File: src/design/bir_pkg.sv
// Shared types, constants and helpers of the bilinear resampler.
`default_nettype none
package bir_pkg;

  localparam int MAX_SRC_WIDTH  = 256;
  localparam int MAX_SRC_HEIGHT = 256;
  localparam int MAX_CHANNELS   = 4;

  localparam int XW      = $clog2(MAX_SRC_WIDTH);
  localparam int YW      = $clog2(MAX_SRC_HEIGHT);
  localparam int CHW     = 2;
  localparam int BANK_AW = (XW - 1) + (YW - 1) + CHW;

  localparam int CRD_W  = 12;
  localparam int STEP_W = 24;
  localparam int FRAC_W = 16;
  localparam int POS_W  = STEP_W + CRD_W;
  localparam int INT_W  = POS_W - FRAC_W;

  typedef enum logic [2:0] {
    CFG_SRC_WIDTH     = 3'd0,
    CFG_SRC_HEIGHT    = 3'd1,
    CFG_DST_WIDTH     = 3'd2,
    CFG_DST_HEIGHT    = 3'd3,
    CFG_CHANNEL_COUNT = 3'd4,
    CFG_STEP_X        = 3'd5,
    CFG_STEP_Y        = 3'd6
  } cfg_reg_t;

  localparam logic OP_WRITE   = 1'b0;
  localparam logic OP_REQUEST = 1'b1;

  typedef struct packed {
    logic       op;
    logic [11:0] col;
    logic [11:0] row;
    logic [1:0]  channel;
    logic [7:0]  sample_in;
  } in_t;

  typedef struct packed {
    logic [7:0] sample_out;
    logic       status;
  } out_t;

  typedef struct packed {
    logic [8:0]  src_width;
    logic [8:0]  src_height;
    logic [11:0] dst_width;
    logic [11:0] dst_height;
    logic [2:0]  channel_count;
    logic [23:0] step_x;
    logic [23:0] step_y;
  } cfg_t;

  // Per-item blend controls that travel with the bank read data.
  typedef struct packed {
    logic              err;
    logic [FRAC_W-1:0] fx;
    logic [FRAC_W-1:0] fy;
    logic              xsame;
    logic              ysame;
    logic              x0p;
    logic              y0p;
  } tag_t;

  // Last valid index for a source size clamped to [1, maxv].
  function automatic logic [12:0] last_index(input logic [8:0] dim, input logic [12:0] maxv);
    logic [12:0] e;
    if (dim == 9'd0) begin
      e = 13'd1;
    end else if ({4'b0, dim} > maxv) begin
      e = maxv;
    end else begin
      e = {4'b0, dim};
    end
    return e - 13'd1;
  endfunction

endpackage
`default_nettype wire

File: src/design/bir_addr.sv
// Input register, source position multiply and bank address generation.
`default_nettype none
module bir_addr (
  input  wire logic                             clk,
  input  wire logic                             rst_n,
  input  wire logic                             en,
  input  wire logic                             in_valid,
  input  wire bir_pkg::in_t                     in_payload,
  input  wire bir_pkg::cfg_t                    cfg,
  output logic                                  res_valid,
  output bir_pkg::tag_t                         tag,
  output logic [3:0][bir_pkg::BANK_AW-1:0]      rd_addr,
  output logic [3:0]                            wr_en,
  output logic [bir_pkg::BANK_AW-1:0]           wr_addr,
  output logic [7:0]                            wr_data
);

  // stage 0: input register
  logic         v0_r;
  bir_pkg::in_t it0_r;

  // stage 1: products and range checks
  logic                       v1_r, op1_r, err1_r, wok1_r;
  logic [bir_pkg::POS_W-1:0]  px1_r, py1_r;
  logic [bir_pkg::XW-1:0]     lastx1_r;
  logic [bir_pkg::YW-1:0]     lasty1_r;
  bir_pkg::in_t               it1_r;

  // stage 2: clamped coordinates and fractions
  logic                       v2_r, op2_r, wen2_r;
  logic [bir_pkg::XW-1:0]     x02_r;
  logic [bir_pkg::YW-1:0]     y02_r;
  bir_pkg::tag_t              tag2_r;
  bir_pkg::in_t               it2_r;

  logic                       err1_nxt, wok1_nxt;
  logic [bir_pkg::INT_W-1:0]  xu, yu, lx, ly;
  logic [bir_pkg::XW-1:0]     x0_nxt;
  logic [bir_pkg::YW-1:0]     y0_nxt;
  logic [bir_pkg::XW-2:0]     xh;
  logic [bir_pkg::YW-2:0]     yh;

  always_ff @(posedge clk) begin
    if (!rst_n) begin
      v0_r <= 1'b0;
      v1_r <= 1'b0;
      v2_r <= 1'b0;
    end else if (en) begin
      v0_r <= in_valid;
      v1_r <= v0_r;
      v2_r <= v1_r;
    end
  end

  always_comb begin
    err1_nxt = ({1'b0, it0_r.col} >= {1'b0, cfg.dst_width}) ||
               ({1'b0, it0_r.row} >= {1'b0, cfg.dst_height}) ||
               ({1'b0, it0_r.channel} >= cfg.channel_count) ||
               ({1'b0, it0_r.channel} >= 3'(bir_pkg::MAX_CHANNELS));
    wok1_nxt = ({1'b0, it0_r.col} < 13'(bir_pkg::MAX_SRC_WIDTH)) &&
               ({1'b0, it0_r.row} < 13'(bir_pkg::MAX_SRC_HEIGHT)) &&
               ({1'b0, it0_r.channel} < 3'(bir_pkg::MAX_CHANNELS));
  end

  always_comb begin
    xu = px1_r[bir_pkg::POS_W-1:bir_pkg::FRAC_W];
    yu = py1_r[bir_pkg::POS_W-1:bir_pkg::FRAC_W];
    lx = bir_pkg::INT_W'(lastx1_r);
    ly = bir_pkg::INT_W'(lasty1_r);
    x0_nxt = (xu > lx) ? lastx1_r : xu[bir_pkg::XW-1:0];
    y0_nxt = (yu > ly) ? lasty1_r : yu[bir_pkg::YW-1:0];
  end

  always_ff @(posedge clk) begin
    if (en) begin
      it0_r    <= in_payload;
      op1_r    <= it0_r.op;
      err1_r   <= err1_nxt;
      wok1_r   <= wok1_nxt;
      px1_r    <= bir_pkg::POS_W'(cfg.step_x) * bir_pkg::POS_W'(it0_r.col);
      py1_r    <= bir_pkg::POS_W'(cfg.step_y) * bir_pkg::POS_W'(it0_r.row);
      lastx1_r <= bir_pkg::XW'(bir_pkg::last_index(cfg.src_width,
                                                   13'(bir_pkg::MAX_SRC_WIDTH)));
      lasty1_r <= bir_pkg::YW'(bir_pkg::last_index(cfg.src_height,
                                                   13'(bir_pkg::MAX_SRC_HEIGHT)));
      it1_r    <= it0_r;
      op2_r    <= op1_r;
      wen2_r   <= v1_r && (op1_r == bir_pkg::OP_WRITE) && wok1_r;
      x02_r    <= x0_nxt;
      y02_r    <= y0_nxt;
      tag2_r.err   <= err1_r;
      tag2_r.fx    <= px1_r[bir_pkg::FRAC_W-1:0];
      tag2_r.fy    <= py1_r[bir_pkg::FRAC_W-1:0];
      tag2_r.xsame <= (xu >= lx);
      tag2_r.ysame <= (yu >= ly);
      tag2_r.x0p   <= x0_nxt[0];
      tag2_r.y0p   <= y0_nxt[0];
      it2_r    <= it1_r;
    end
  end

  // Bank {yb,xb} holds rows of parity yb and columns of parity xb.
  // The even bank takes the next half index when the base coordinate is odd.
  always_comb begin
    xh = x02_r[bir_pkg::XW-1:1];
    yh = y02_r[bir_pkg::YW-1:1];
    for (int b = 0; b < 4; b++) begin
      rd_addr[b] = {yh + (bir_pkg::YW-1)'(y02_r[0] && (b / 2 == 0)),
                    xh + (bir_pkg::XW-1)'(x02_r[0] && (b % 2 == 0)),
                    it2_r.channel};
      wr_en[b] = en && wen2_r && (it2_r.row[0] == b[1]) && (it2_r.col[0] == b[0]);
    end
  end

  assign wr_addr   = {it2_r.row[bir_pkg::YW-1:1], it2_r.col[bir_pkg::XW-1:1],
                      it2_r.channel};
  assign wr_data   = it2_r.sample_in;
  assign res_valid = v2_r && (op2_r == bir_pkg::OP_REQUEST);
  assign tag       = tag2_r;

endmodule
`default_nettype wire

File: config.mk
export PLATFORM = sky130hd
export DESIGN_NAME = bir_addr
export DESIGN_NICKNAME = d
export VERILOG_FILES = /design/src/design/bir_pkg.sv /design/src/design/bir_addr.sv
export SDC_FILE = /design/constraint.sdc
export NUM_CORES = 2
export LEC_CHECK = 0
export ABC_CLOCK_PERIOD_IN_PS = 7400
export BUFFER_PORTS_ARGS = -buffer_cell sky130_fd_sc_hd__buf_2
export CAP_MARGIN = 20
export CORE_MARGIN = 4
export CORE_UTILIZATION = 55
export CTS_BUF_LIST = sky130_fd_sc_hd__clkbuf_4 sky130_fd_sc_hd__clkbuf_8
export DETAILED_ROUTE_END_ITERATION = 7
export MAX_ROUTING_LAYER = met4
export PLACE_DENSITY = 0.83
export SLEW_MARGIN = 5
export SYNTH_ARGS = -nofsm -noshare
export SYNTH_HDL_FRONTEND = slang
export SYNTH_SLANG_ARGS = --single-unit
File: constraint.sdc
create_clock -name clk -period 7.4 [get_ports clk]
set_input_delay 0.37 -clock clk [delete_from_list [all_inputs] [get_ports clk]]
set_output_delay 0.37 -clock clk [all_outputs]
set_load 0.05 [all_outputs]
==> metrics.txt <==
syn_area_per_cell 9.95 µm²; top_reg_cell synth edfxtp_1; initial antenna violation count 7; DR iter-0 viols 1,435; DRC 0; Req. time, crit path 7.72 ns; fill cell count 3,903; footprint of the multi-input gates 17,500 µm²; I/O pins 262; Starting Density 0.560; CP peak stage delay 0.97 ns; CTS Buf Count 43; Crit. End Element flip-flop; unrepaired setup endpoints after global routing false; compound-gate portion of the synthesized area 0.0628; Syn Inst Count 2,769; share of layout cells above drive strength 1 0.124; largest net degree at the start of global routing 94; global-route wire length before repair 109,000 µm; Layout Nets 3,709; Tmin final 6.24 ns; DIE AREA 53,800 µm²; post-synthesis mux area share 0.00477; kind of cell adding the most delay to the critical path adder cells; Setup Total Neg Slack 0 ns; vias in the first global route 21,800; DR pass1 iterations 6; Layout area overhead 9.26%; final hold vios 0; final global-route overflow total 0; vias per inst 5.46; Post-synth EDFFs 231; drt wl/cell 18.2 µm; Netlist cell types 72; drt total wl 66,200 µm; post-synthesis xor/xnor area fraction 0.0242; CP startpoint kind flip-flop; asr flop ratio synth 0; DRT antenna net count 0; CTS Root Cell clkbuf_8; Slew @ Worst Pin 1.15 ns; CP dominant cell by count fa_1; top fanout value on the critical path 26; commonest cells after routing, fill and taps aside 579 x inv_1, 471 x nand2_1, 440 x fa_1, 260 x buf_2, 231 x edfxtp_1; Max Cap Violations 0; status complete, no violations; commonest non-fill, non-tap cell in the layout inv_1; H-tree levels 2; Die Height 232 µm; post-synthesis sequential area ratio 0.254; gpl congestion 0.939; port buffer count 261; clock tree sinks 234; Clock Skew 0.0313 ns; slowest CP cell edfxtp_1; worst skew pair latency 0.58 ns; core region area 49,300 µm²; Die W 232 µm; Tcrit/Tclk final 0.843; final setup vio count 0; HPWL Detailed 51,800 µm; Critical path buffers and inverters 3; Max Fclk 160 MHz; critical path cell sequence nand2_1 -> fa_1 -> fa_1 -> inv_1 -> fa_1 -> fa_1 -> inv_1 -> fa_1 -> inv_1 -> ha_1 -> a21o_1 -> a31o_1 -> a221oi_1 -> nand2b_1 -> o211ai_1 -> a221oi_2 -> o21ai_1 -> xor2_1; Seq cells post-synth 234; largest family of logic cells by synthesized area adder cells; Synth area leader fa_1; Worst-path clk slew 0.07 ns; FF+latch area 7000 µm²; synthesized area 27,600 µm²; CP arrival 6.56 ns; CTS tree done; type of the worst min-delay path primary input to flip-flop; Total GRT Usage 0.261; Synth Area in Adders 0.409; num rows 81; Via Count 19,900; simple-gate share of the synthesized area 0.134; Slew HR 0.231; max-slew violations 0; Net Count, Synth 3,537; classification of the worst setup path flip-flop to flip-flop; Synth top area share 0.320; Yosys warning count 0; largest buffer count on any clock path 3; ranking of synthesized cells by area fa_1 32%, edfxtp_1 25%, ha_1 8.9%, inv_1 7.9%, nand2_1 6.4%
-- worst register-to-register path: stages, from the launching register on --
cell	delay (ns)
edfxtp_1	0.97
nand2_1	0.24
fa_1	0.55
fa_1	0.53
inv_1	0.06
fa_1	0.50
fa_1	0.52
inv_1	0.06
fa_1	0.47
inv_1	0.04
ha_1	0.37
a21o_1	0.23
a31o_1	0.19
a221oi_1	0.33
nand2b_1	0.16
o211ai_1	0.18
a221oi_2	0.34
o21ai_1	0.11
xor2_1	0.15
-- synthesized netlist by cell type (3+ instances only) --
| master | number |
|---|---|
| a221oi_2 | 3 |
| a21o_1 | 43 |
| dfxtp_1 | 3 |
| ha_1 | 196 |
| fa_1 | 440 |
| o21a_1 | 12 |
| xor2_1 | 21 |
| o21bai_1 | 10 |
| a21oi_1 | 72 |
| o21ai_0 | 45 |
| xnor2_1 | 55 |
| nand2b_1 | 15 |
| inv_1 | 579 |
| nand4_1 | 13 |
| buf_4 | 60 |
| mux2_2 | 9 |
| clkbuf_1 | 116 |
| and3_1 | 7 |
| nand3_1 | 23 |
| nor3_1 | 11 |
| nand2_1 | 471 |
| nor2b_1 | 15 |
| or4_1 | 3 |
| o311ai_0 | 4 |
| o2111ai_1 | 3 |
| o21ai_1 | 11 |
| o31ai_1 | 6 |
| or3_1 | 4 |
| nor2_1 | 44 |
| edfxtp_1 | 231 |
| o211ai_1 | 7 |
| a211oi_1 | 9 |
| nor4_1 | 11 |
| and2_1 | 169 |
| mux2i_1 | 3 |
| a21oi_2 | 5 |
-- per-layer routing --
layer,GRT usage,vias to the layer above,part of all wire
li1,-,8840,-
met1,0.322,9930,0.39
met2,0.433,971,0.49
met3,0.0494,171,0.084
met4,0.0949,0,0.034
met5,-,-,0
-- worst paths after layout --
| check | from | cells after the start | slack [ns] | end |
|---|---|---|---|---|
| setup / recovery | it0_r[14] | 18 | 1.16 | py1_r[32] |
| hold / removal | in_payload[34] | 1 | 0.08 | it0_r[34] |
| setup reg to reg | it0_r[14] | 18 | 1.16 | py1_r[32] |
| hold reg to reg | it1_r[0] | 0 | 0.41 | wr_data[0] |
-- flip-flops by register name (all words and copies together), names as in the netlist, 8 cells and up --
register,flops
wr_addr,14
y02_r,8
py1_r,36
lasty1_r,8
x02_r,8
wr_data,8
lastx1_r,8
it1_r,26
tag,35
it0_r,35
px1_r,36
-- metrics by stage --
step	setup WS, ns	util	instances	hold WS [ns]	area (µm²)
floorplan	2.00	-	2769	0.400	27600
global placement	1.43	0.586	3523	0.400	28900
detailed placement	1.25	0.586	3523	0.405	28900
CTS	1.26	0.610	3634	0.00677	30100
global route	0.879	0.611	3642	0.0384	30100
finish	1.16	0.611	3644	0.0812	30100
-- cell type report --
| class | instances | share of cell area |
|---|---|---|
| timing repair buffer | 308 | 0.0591 |
| tap | 664 | 0.0276 |
| clock inverter | 20 | 0.00507 |
| sequential | 234 | 0.232 |
| multi-input combinational | 1775 | 0.580 |
| clock buffer | 55 | 0.0226 |
| antenna | 9 | 0.000748 |
| inverter | 579 | 0.0722 |
-- cell families (layout without fill, tap and decap cells) --
| kind of cell | count (synthesis) | count (layout) |
|---|---|---|
| DFF | 234 | 234 |
| other | 0 | 9 |
| and+or+nand+nor | 796 | 796 |
| AOI/OAI and AO/OA | 255 | 255 |
| xor gates and xnor gates | 76 | 76 |
| muxes | 12 | 12 |
| adders and majority gates | 636 | 636 |
| buffers and inverters | 760 | 962 |
-- repair_timing --
item | in CTS | in global routing
endpoints found under the hold margin | 36 | 0
setup buffers | 0 | 0
gates resized for setup | 0 | 0
hold buffers | 36 | 0
Power is not shown: default switching activity piles up to over one toggle a cycle in this logic, so the estimate is an artifact.
